==> src/hdl/ps2mc_pkg.sv <==
// Shared types, constants and the move scaling function for the PS/2 cursor block.
package ps2mc_pkg;

    localparam int COORD_BITS   = 12;
    localparam int MOVE_DIVISOR = 15;

    localparam int REG_W   = 12;
    localparam int OUT_W   = 12;
    localparam int BYTE_W  = 8;
    localparam int MAG_W   = BYTE_W + 1;
    localparam int DELTA_W = MAG_W + 1;
    localparam int LIM_W   = (COORD_BITS > REG_W) ? COORD_BITS : REG_W;
    localparam int SUM_W   = ((COORD_BITS > DELTA_W) ? COORD_BITS : DELTA_W) + 2;

    // reciprocal for the divide by constant, exact over the nine-bit magnitude range
    localparam int RECIP_SHIFT = 18;
    localparam int RECIP_W     = RECIP_SHIFT + 1;
    localparam int RECIP       = ((2 ** RECIP_SHIFT) + MOVE_DIVISOR - 1) / MOVE_DIVISOR;

    localparam logic [COORD_BITS-1:0] COORD_MAX = {COORD_BITS{1'b1}};

    localparam logic [REG_W-1:0] X_LIMIT_RST = REG_W'(639);
    localparam logic [REG_W-1:0] Y_LIMIT_RST = REG_W'(479);

    localparam logic [BYTE_W-1:0] ACK_BYTE = 8'hFA;
    localparam int HDR_LEFT   = 0;
    localparam int HDR_RIGHT  = 1;
    localparam int HDR_MIDDLE = 2;
    localparam int HDR_XSIGN  = 4;
    localparam int HDR_YSIGN  = 5;
    localparam int HDR_XOVF   = 6;
    localparam int HDR_YOVF   = 7;

    localparam int CFG_IDX_W = 1;

    typedef enum logic [CFG_IDX_W-1:0] {
        CFG_X_LIMIT = 1'b0,
        CFG_Y_LIMIT = 1'b1
    } cfg_idx_t;

    typedef enum logic [1:0] {
        PH_HEADER = 2'd0,
        PH_DX     = 2'd1,
        PH_DY     = 2'd2
    } phase_t;

    typedef logic [MAG_W-1:0] mag_t;

    // received word with both candidate quotients, sign chosen later from the header
    typedef struct packed {
        logic [BYTE_W-1:0] data;
        mag_t              q_pos;
        mag_t              q_neg;
    } rx_word_t;

    function automatic mag_t div_mag(input mag_t m);
        logic [MAG_W+RECIP_W-1:0] prod;
        prod = {{RECIP_W{1'b0}}, m} * {{MAG_W{1'b0}}, RECIP_W'(RECIP)};
        return prod[RECIP_SHIFT +: MAG_W];
    endfunction

endpackage

==> src/hdl/ps2mc_scale.sv <==
// Input stage scaling: byte magnitudes divided by the move divisor for both signs.
module ps2mc_scale
(
    input  logic [ps2mc_pkg::BYTE_W-1:0] data,
    output ps2mc_pkg::rx_word_t          word
);

    ps2mc_pkg::mag_t mag_pos;
    ps2mc_pkg::mag_t mag_neg;

    assign mag_pos = {1'b0, data};
    // negative nine-bit value has magnitude 256 - byte
    assign mag_neg = ps2mc_pkg::mag_t'(2 ** ps2mc_pkg::BYTE_W) - {1'b0, data};

    assign word.data  = data;
    assign word.q_pos = ps2mc_pkg::div_mag(mag_pos);
    assign word.q_neg = ps2mc_pkg::div_mag(mag_neg);

endmodule

==> src/hdl/ps2mc_axis.sv <==
// One cursor axis: add signed step and clamp to 0..limit.
module ps2mc_axis
(
    input  logic [ps2mc_pkg::COORD_BITS-1:0]     pos,
    input  logic signed [ps2mc_pkg::DELTA_W-1:0] delta,
    input  logic [ps2mc_pkg::REG_W-1:0]          limit,
    output logic [ps2mc_pkg::COORD_BITS-1:0]     pos_new
);

    logic [ps2mc_pkg::COORD_BITS-1:0] lim_eff;
    logic [ps2mc_pkg::SUM_W-1:0]      sum;
    logic [ps2mc_pkg::SUM_W-1:0]      lim_ext;

    always_comb
    begin
        if (ps2mc_pkg::LIM_W'(limit) > ps2mc_pkg::LIM_W'(ps2mc_pkg::COORD_MAX))
        begin
            lim_eff = ps2mc_pkg::COORD_MAX;
        end
        else
        begin
            lim_eff = ps2mc_pkg::COORD_BITS'(ps2mc_pkg::LIM_W'(limit));
        end
    end

    assign sum = {{(ps2mc_pkg::SUM_W - ps2mc_pkg::COORD_BITS){1'b0}}, pos}
               + {{(ps2mc_pkg::SUM_W - ps2mc_pkg::DELTA_W){delta[ps2mc_pkg::DELTA_W-1]}}, delta};
    assign lim_ext = {{(ps2mc_pkg::SUM_W - ps2mc_pkg::COORD_BITS){1'b0}}, lim_eff};

    always_comb
    begin
        if (sum[ps2mc_pkg::SUM_W-1])
        begin
            pos_new = '0;
        end
        else if (sum > lim_ext)
        begin
            pos_new = lim_eff;
        end
        else
        begin
            pos_new = sum[ps2mc_pkg::COORD_BITS-1:0];
        end
    end

endmodule

==> src/hdl/ps2_mouse_packet_cursor_top.sv <==
// Top level of the PS/2 mouse packet decoder with clamped cursor.
// Takes one received byte per cycle on in_valid/in_ready and groups bytes into
// three-byte packets (header, dx, dy); a 0xFA acknowledge in place of a header is
// dropped. Each packet without overflow bits gives one word on out_valid/out_ready
// carrying the new and previous cursor and the button states; packets with an
// overflow bit are swallowed whole. A packet's result is registered from its last
// byte in the input register. in_ready drops only while both the input register
// and the result register are full and the result is not being taken. The user
// writes x_limit and y_limit through cfg_we/cfg_index/cfg_data only while the
// block is idle; the block itself does not enforce it.
module ps2_mouse_packet_cursor_top
(
    input  logic                                 clk,
    input  logic                                 rst_n,

    input  logic                                 cfg_we,
    input  logic [ps2mc_pkg::CFG_IDX_W-1:0]      cfg_index,
    input  logic [ps2mc_pkg::REG_W-1:0]          cfg_data,

    input  logic                                 in_valid,
    output logic                                 in_ready,
    input  logic [ps2mc_pkg::BYTE_W-1:0]         rx_byte,

    output logic                                 out_valid,
    input  logic                                 out_ready,
    output logic [ps2mc_pkg::OUT_W-1:0]          pos_x,
    output logic [ps2mc_pkg::OUT_W-1:0]          pos_y,
    output logic [ps2mc_pkg::OUT_W-1:0]          old_x,
    output logic [ps2mc_pkg::OUT_W-1:0]          old_y,
    output logic                                 left_down,
    output logic                                 right_down,
    output logic                                 middle_down
);

    logic [ps2mc_pkg::REG_W-1:0] x_limit_reg;
    logic [ps2mc_pkg::REG_W-1:0] y_limit_reg;

    ps2mc_pkg::rx_word_t rx_word;
    ps2mc_pkg::rx_word_t s1_reg;
    logic                s1_valid_reg;
    logic                s1_valid_next;

    ps2mc_pkg::phase_t phase_reg;
    ps2mc_pkg::phase_t phase_next;

    logic [ps2mc_pkg::BYTE_W-1:0]         header_reg;
    logic [ps2mc_pkg::BYTE_W-1:0]         header_next;
    logic signed [ps2mc_pkg::DELTA_W-1:0] dx_delta_reg;
    logic signed [ps2mc_pkg::DELTA_W-1:0] dx_delta_next;
    logic signed [ps2mc_pkg::DELTA_W-1:0] dy_delta;
    logic [ps2mc_pkg::COORD_BITS-1:0]     cursor_x_reg;
    logic [ps2mc_pkg::COORD_BITS-1:0]     cursor_y_reg;
    logic [ps2mc_pkg::COORD_BITS-1:0]     cursor_x_new;
    logic [ps2mc_pkg::COORD_BITS-1:0]     cursor_y_new;

    logic                         out_valid_reg;
    logic                         out_valid_next;
    logic [ps2mc_pkg::OUT_W-1:0]  pos_x_reg;
    logic [ps2mc_pkg::OUT_W-1:0]  pos_y_reg;
    logic [ps2mc_pkg::OUT_W-1:0]  old_x_reg;
    logic [ps2mc_pkg::OUT_W-1:0]  old_y_reg;
    logic [2:0]                   buttons_reg;

    logic advance;
    logic in_take;
    logic proc;
    logic produce;

    // configuration
    always_ff @(posedge clk or negedge rst_n)
    begin
        if (!rst_n)
        begin
            x_limit_reg <= ps2mc_pkg::X_LIMIT_RST;
            y_limit_reg <= ps2mc_pkg::Y_LIMIT_RST;
        end
        else if (cfg_we)
        begin
            case (ps2mc_pkg::cfg_idx_t'(cfg_index))
                ps2mc_pkg::CFG_X_LIMIT: x_limit_reg <= cfg_data;
                ps2mc_pkg::CFG_Y_LIMIT: y_limit_reg <= cfg_data;
                default: ;
            endcase
        end
    end

    // handshake: the result register parts the two sides
    assign advance  = !out_valid_reg || out_ready;
    assign in_ready = !s1_valid_reg || advance;
    assign in_take  = in_valid && in_ready;
    assign proc     = s1_valid_reg && advance;

    ps2mc_scale u_scale
    (
        .data (rx_byte),
        .word (rx_word)
    );

    assign s1_valid_next = in_ready ? in_valid : s1_valid_reg;

    always_ff @(posedge clk or negedge rst_n)
    begin
        if (!rst_n)
        begin
            s1_valid_reg <= 1'b0;
        end
        else
        begin
            s1_valid_reg <= s1_valid_next;
        end
    end

    always_ff @(posedge clk)
    begin
        if (in_take)
        begin
            s1_reg <= rx_word;
        end
    end

    // packet phase
    always_comb
    begin
        phase_next = phase_reg;
        if (proc)
        begin
            case (phase_reg)
                ps2mc_pkg::PH_DX: phase_next = ps2mc_pkg::PH_DY;
                ps2mc_pkg::PH_DY: phase_next = ps2mc_pkg::PH_HEADER;
                default:
                begin
                    if (s1_reg.data == ps2mc_pkg::ACK_BYTE)
                    begin
                        phase_next = ps2mc_pkg::PH_HEADER;
                    end
                    else
                    begin
                        phase_next = ps2mc_pkg::PH_DX;
                    end
                end
            endcase
        end
    end

    // y is negated: positive mouse y moves the cursor up
    assign dy_delta = header_reg[ps2mc_pkg::HDR_YSIGN]
                    ? $signed({1'b0, s1_reg.q_neg})
                    : -$signed({1'b0, s1_reg.q_pos});

    ps2mc_axis u_axis_x
    (
        .pos     (cursor_x_reg),
        .delta   (dx_delta_reg),
        .limit   (x_limit_reg),
        .pos_new (cursor_x_new)
    );

    ps2mc_axis u_axis_y
    (
        .pos     (cursor_y_reg),
        .delta   (dy_delta),
        .limit   (y_limit_reg),
        .pos_new (cursor_y_new)
    );

    always_comb
    begin
        header_next   = header_reg;
        dx_delta_next = dx_delta_reg;
        produce       = 1'b0;
        if (proc)
        begin
            case (phase_reg)
                ps2mc_pkg::PH_DX:
                begin
                    dx_delta_next = header_reg[ps2mc_pkg::HDR_XSIGN]
                                  ? -$signed({1'b0, s1_reg.q_neg})
                                  : $signed({1'b0, s1_reg.q_pos});
                end
                ps2mc_pkg::PH_DY:
                begin
                    produce = !(header_reg[ps2mc_pkg::HDR_XOVF]
                             || header_reg[ps2mc_pkg::HDR_YOVF]);
                end
                default:
                begin
                    if (s1_reg.data != ps2mc_pkg::ACK_BYTE)
                    begin
                        header_next = s1_reg.data;
                    end
                end
            endcase
        end
        if (produce)
        begin
            out_valid_next = 1'b1;
        end
        else if (out_ready)
        begin
            out_valid_next = 1'b0;
        end
        else
        begin
            out_valid_next = out_valid_reg;
        end
    end

    always_ff @(posedge clk or negedge rst_n)
    begin
        if (!rst_n)
        begin
            phase_reg     <= ps2mc_pkg::PH_HEADER;
            header_reg    <= '0;
            dx_delta_reg  <= '0;
            cursor_x_reg  <= '0;
            cursor_y_reg  <= '0;
            out_valid_reg <= 1'b0;
        end
        else
        begin
            phase_reg     <= phase_next;
            header_reg    <= header_next;
            dx_delta_reg  <= dx_delta_next;
            out_valid_reg <= out_valid_next;
            if (produce)
            begin
                cursor_x_reg <= cursor_x_new;
                cursor_y_reg <= cursor_y_new;
            end
        end
    end

    always_ff @(posedge clk)
    begin
        if (produce)
        begin
            pos_x_reg   <= ps2mc_pkg::OUT_W'(cursor_x_new);
            pos_y_reg   <= ps2mc_pkg::OUT_W'(cursor_y_new);
            old_x_reg   <= ps2mc_pkg::OUT_W'(cursor_x_reg);
            old_y_reg   <= ps2mc_pkg::OUT_W'(cursor_y_reg);
            buttons_reg <= {header_reg[ps2mc_pkg::HDR_MIDDLE],
                            header_reg[ps2mc_pkg::HDR_RIGHT],
                            header_reg[ps2mc_pkg::HDR_LEFT]};
        end
    end

    assign out_valid   = out_valid_reg;
    assign pos_x       = pos_x_reg;
    assign pos_y       = pos_y_reg;
    assign old_x       = old_x_reg;
    assign old_y       = old_y_reg;
    assign left_down   = buttons_reg[0];
    assign right_down  = buttons_reg[1];
    assign middle_down = buttons_reg[2];

endmodule

==> config.mk <==
export PLATFORM = sky130hd
export DESIGN_NAME = ps2_mouse_packet_cursor_top
export DESIGN_NICKNAME = d
export VERILOG_FILES = /design/src/hdl/ps2mc_pkg.sv /design/src/hdl/ps2mc_scale.sv /design/src/hdl/ps2mc_axis.sv /design/src/hdl/ps2_mouse_packet_cursor_top.sv
export SDC_FILE = /design/constraint.sdc
export NUM_CORES = 1
export LEC_CHECK = 0
export CORE_ASPECT_RATIO = 1.75
export CORE_MARGIN = 2
export CORE_UTILIZATION = 45
export CTS_BUF_LIST = sky130_fd_sc_hd__clkbuf_4 sky130_fd_sc_hd__clkbuf_8
export DETAILED_ROUTE_END_ITERATION = 16
export DONT_BUFFER_PORTS = 1
export SLEW_MARGIN = 10
export SYNTH_ARGS = -nofsm -noshare
export SYNTH_HDL_FRONTEND = slang
export SYNTH_HIERARCHICAL = 1
export SYNTH_SLANG_ARGS = --single-unit
export TNS_END_PERCENT = 10
==> constraint.sdc <==
create_clock -name clk -period 7.6 [get_ports clk]
set_input_delay 1.9 -clock clk [delete_from_list [all_inputs] [get_ports clk]]
set_output_delay 1.9 -clock clk [all_outputs]
set_load 0.005 [all_outputs]
---- After elaboration in Yosys (flattened, before gate mapping) ----
Cells that the tools add are included.
word-level totals
  memory bits (read-only) ................. 0
  bits in writable memories ............... 0
  bits of input ports ..................... 26
  flip-flop bits (word level) ............. 141
  bits in latches ......................... 0
  memories kept ........................... 0
operators by class
  order comparisons ....................... 4
  bitwise gates (word level) .............. 2
  multiplexer cells ....................... 14
  shift-type cells ........................ 0
  $mul .................................... 2
  reduce and logical (&&, ||, !) cells .... 14
  add/sub/neg operators ................... 5
  div/mod/pow operators ................... 0
  eq/ne operators ......................... 4
operator list
  operator                                                               count
  12-bit two-way mux                                                     6
  13-bit by 10-bit adder with 14-bit output                              2
  14-bit by 12-bit > comparator with 1-bit output                        2
  12-bit > comparator (second input constant)                            2
  9-bit by 15-bit multiplier with 24-bit output (second input constant)  1
  8-bit by 15-bit multiplier with 23-bit output (second input constant)  1
  10-bit two-way mux                                                     2
  6-bit negation with 10-bit output                                      2
  9-bit by 8-bit subtractor with 9-bit output (first input constant)     1
  8-bit == test (second input constant)                                  1
  8-bit != test (second input constant)                                  1
  2-bit AND reduction                                                    3
  1-bit two-way mux                                                      5
  2-bit case mux with 2 select lines                                     1
  1-bit zero test                                                        3
  1-bit logical OR                                                       3
  3-bit AND reduction                                                    1
  2-bit by 1-bit == test with 1-bit output (second input constant)       1
  2-bit == test (second input constant)                                  1
  1-bit logical AND                                                      2
  1-bit NOT                                                              2
  2-bit nonzero test                                                     1
  2-bit OR reduction                                                     1

---- Longest topological paths before layout ----
  word-level depth ........................ 6
  mapped depth ............................ 23
  depth with buffers taken out ............ 22

---- By module ----
The synthesis kept the hierarchy.
by module, submodules not included
  module                       area an instance (um^2)  seq. area each (um^2)  instances  cells each
  ps2_mouse_packet_cursor_top  5437.7                   4058.9                 1          329
  ps2mc_axis                   1113.6                   0.0                    2          143
  ps2mc_scale                  1866.8                   0.0                    1          215

---- Least setup slack after synthesis ----
OpenSTA, ideal clock, no wires.
  path kind ............................... input-to-reg
  start point ............................. input rx_byte[0] (netlist bit)
  end point ............................... register s1_reg[5] (netlist bit) (data pin)
  slack ................................... 2271 ps
  cell stages on the path ................. 15
  data arrival time ....................... 5073 ps
  setup time .............................. 256 ps
  required time ........................... 7344 ps
  cells stage by stage .................... inv_1 > ha_1 > nand3_1 > xor2_1 > ha_1 > inv_1 > fa_1 > fa_1 > inv_1 > ha_1 > a21oi_1 > a21oi_1 > o31ai_1 > o221ai_1 > a31o_2
RTL lines
  what                  line                                text
  start, declared       ps2_mouse_packet_cursor_top.sv:22   input logic [ps2mc_pkg::BYTE_W-1:0] rx_byte,
  end signal, assigned  ps2_mouse_packet_cursor_top.sv:117  s1_reg <= rx_word;
  end, declared         ps2_mouse_packet_cursor_top.sv:39   ps2mc_pkg::rx_word_t s1_reg;

==> metrics <==
status=finished clean; io pins=79; primary flip-flop cell chosen by synthesis mapping=sky130_fd_sc_hd__edfxtp_1; post-synthesis cell count=830; detailed route wirelength on metal3=806 um; Post-synth EDFFs=77; count of H-tree levels built during CTS=4; number of flip-flops in the largest register=26; remaining global-route overflow=0; critical path's slowest cell=sky130_fd_sc_hd__fa_1; final critical delay including setup and external delays=5270 ps; worst setup path category=input pin to register; x dimension of the die=114 um; worst-case setup slack after placement=1860 ps; post-route ant nets=0; Avg Synthesized Cell Area=11.5 um^2; min-delay worst type=register to register; # rows=70; total via count after detailed routing=6113; critical path's largest stage delay=480 ps; number of optimization iterations in the first detailed-route pass=5; peak ir drop on the vdd network=149 uV; starting density of the core=0.457; first-iteration detailed-routing DRC count=215; last weighted congestion value of the routability-driven placer=0.871; Fill cells=1977; final wirelength=20.4 mm; kind of end point of the critical path=register; power density relative to cell area=385 mW/mm^2; share of the clock period used by the worst path=0.694; maximum clock path buffer count=2; Top Metal Used=met4; number of global-route vias before repair=6472; min setup slack post-route=2330 ps; synthesized cell area=0.00953 mm^2; required time at the worst-slack endpoint=7820 ps; Max Transition Viols Final=0; largest net degree at the start of global routing=70; overall global routing resource usage=0.191; TritonCTS sink count=146; launching element type of the critical path=input pin; average detailed-routed wire length per instance=18.7 um; FF+latch count, synth=146; Die Height=197 um; layout overhead on the synthesized area=6.30%; slew at the pin closest to its max-slew limit=1080 ps; Via-to-Cell Ratio=5.60; critical path data arrival time=5490 ps; critical path cell sequence=inv_1 > ha_1 > nand3_1 > xor2_1 > ha_1 > inv_1 > fa_1 > fa_1 > inv_1 > ha_1 > a21oi_1 > a21oi_1 > o31ai_1 > o221ai_1 > a31o_2; Fmax=190 MHz; Post-CTS Hold Fix Bufs=0; met2 WL post-DR=12.1 mm; leakage power=4.56 nW; area of the die=0.0224 mm^2; sequential-to-total area share from yosys stat=0.426; count of instances resized after the clock tree is built=0; total of warnings raised by yosys=6; buffer type at the clock tree root=sky130_fd_sc_hd__clkbuf_8; clock-pin slew of the registers on the worst-case setup and hold paths=90 ps; first-pass GRT wire length=32.8 mm; DRC viols=0; largest fanout of any net on the critical path=6; hold violation total from the final report=0; TritonCTS clock tree=done; Rel. slew slack=0.276; Layout Nets=985; clock latency of the later-clocked register in the worst-skew pair=460 ps; number of post-CTS setup repair buffers=0; fraction of final layout cells with drive strength greater than 1=0.167; dpl hpwl=16.0 mm; final-report setup violation count=0; Setup TNS Final=0 ps; # port buffers=0; number of distinct standard cells referenced by the synthesized netlist=72; initial antenna violation count=0; largest clock skew in the final design=12.8 ps; core region area=0.0208 mm^2; RSZ-0062 raised after global routing=no; number of max-cap violations=0; fraction of registers with async set or reset after synthesis=0.473; CTS buffer count=17; routed metal-1 wirelength=6.96 mm
-- Yosys cell counts, types with 6 or more instances --
master,number,area share
sky130_fd_sc_hd__o21a_1,7,0.0055
sky130_fd_sc_hd__xnor2_1,23,0.021
sky130_fd_sc_hd__a211oi_1,7,0.0055
sky130_fd_sc_hd__a21o_1,10,0.0079
sky130_fd_sc_hd__o21ai_0,25,0.013
sky130_fd_sc_hd__a31oi_1,12,0.0079
sky130_fd_sc_hd__nand2_1,38,0.015
sky130_fd_sc_hd__mux2_2,56,0.066
sky130_fd_sc_hd__xor2_1,15,0.014
sky130_fd_sc_hd__fa_1,13,0.027
sky130_fd_sc_hd__buf_4,18,0.014
sky130_fd_sc_hd__o31ai_1,9,0.0071
sky130_fd_sc_hd__o211ai_1,7,0.0055
sky130_fd_sc_hd__edfxtp_1,77,0.24
sky130_fd_sc_hd__inv_1,88,0.035
sky130_fd_sc_hd__a22o_1,24,0.022
sky130_fd_sc_hd__a21oi_1,32,0.017
sky130_fd_sc_hd__nor3_1,11,0.0058
sky130_fd_sc_hd__dfrtp_1,53,0.14
sky130_fd_sc_hd__nand2b_1,6,0.0039
sky130_fd_sc_hd__or3_1,10,0.0066
sky130_fd_sc_hd__nor2b_1,6,0.0039
sky130_fd_sc_hd__dfstp_2,16,0.044
sky130_fd_sc_hd__nor2_1,33,0.013
sky130_fd_sc_hd__ha_1,121,0.16
sky130_fd_sc_hd__nand4_1,10,0.0066
sky130_fd_sc_hd__clkbuf_1,8,0.0032
sky130_fd_sc_hd__nand3_1,12,0.0063
-- cells in the final DEF (no fill, tap or decap), types with 9 or more instances in the layout --
master                       n
sky130_fd_sc_hd__dfstp_2    16
sky130_fd_sc_hd__a21oi_1    32
sky130_fd_sc_hd__fa_1       13
sky130_fd_sc_hd__or3_1      10
sky130_fd_sc_hd__mux2_2     56
sky130_fd_sc_hd__nand4_1    10
sky130_fd_sc_hd__dfrtp_1    53
sky130_fd_sc_hd__nor2_1     33
sky130_fd_sc_hd__a22o_1     24
sky130_fd_sc_hd__ha_1      121
sky130_fd_sc_hd__edfxtp_1   77
sky130_fd_sc_hd__xor2_1     15
sky130_fd_sc_hd__xnor2_1    23
sky130_fd_sc_hd__nand2_1    38
sky130_fd_sc_hd__o31ai_1     9
sky130_fd_sc_hd__nand3_1    12
sky130_fd_sc_hd__a21o_1     10
sky130_fd_sc_hd__inv_1      87
sky130_fd_sc_hd__nor3_1     11
sky130_fd_sc_hd__o21ai_0    25
sky130_fd_sc_hd__clkbuf_8   20
sky130_fd_sc_hd__a31oi_1    12
-- area by class of cell --
class | instances | area, um^2 | share of cell area
well taps | 252 | 315 | 0.0311
multi-input cells | 570 | 4950 | 0.489
clock buffers | 21 | 283 | 0.0279
diodes | 1 | 2.50 | 0.000247
clock inverters | 11 | 176 | 0.0174
inverters | 88 | 330 | 0.0326
flip-flops and latches | 146 | 4060 | 0.401
repair buffers | 2 | 15.0 | 0.00148
-- metrics by stage --
stage	power (mW)	hold WS, ps	util	instances	instance area (um^2)
finish	3.91	452	0.486	1091	10100
global route	4.23	466	0.486	1090	10100
CTS	3.94	453	0.486	1090	10100
detailed placement	3.23	430	0.464	1058	9670
global placement	3.22	429	0.464	1058	9670
floorplan	2.80	419	-	836	9550
-- where the power goes --
| group | internal, mW | switching (mW) |
|---|---|---|
| Sequential | 1.08 | 0.149 |
| Clock | 0.391 | 0.304 |
| Combinational | 0.845 | 1.13 |
-- worst paths after layout --
path	start	end	slack, ps	cells after the start
setup / recovery	rx_byte[0]	s1_reg[5]	2330	15
hold reg to reg	header_reg[2]	buttons_reg[2]	450	0
hold / removal	header_reg[2]	buttons_reg[2]	450	0
setup reg to reg	s1_reg[11]	cursor_y_reg[0]	2440	19
max in group asynchronous	rst_n	y_limit_reg[6]	6270	0
min in group asynchronous	rst_n	header_reg[0]	1130	0
-- worst max-delay path, delay by kind of cell --
family                   cells  cell delay [ps]
XOR/XNOR                     1              320
AND/OR/NAND/NOR              1              110
buffers and inverters        3              320
adder cells (fa/ha/maj)      5             1690
AO/OA/AOI/OAI                5             1140
-- logic make-up after synthesis --
kind of cell / Yosys count / synth area share
XOR/XNOR: 38 / 0.0349
buffers and inverters: 120 / 0.0571
other: 1 / 0.000393
adder cells (fa/ha/maj): 134 / 0.186
AND/OR/NAND/NOR: 165 / 0.0963
flip-flops: 146 / 0.426
AO/OA/AOI/OAI: 165 / 0.127
multiplexers: 61 / 0.0725
-- metal layers --
layer,track usage,vias up
met5,0,-
met4,0.0790,0
met3,0.0443,26
met2,0.385,117
met1,0.176,2991
li1,-,2979
No activity file was read; power rests on OpenSTA's default activity.
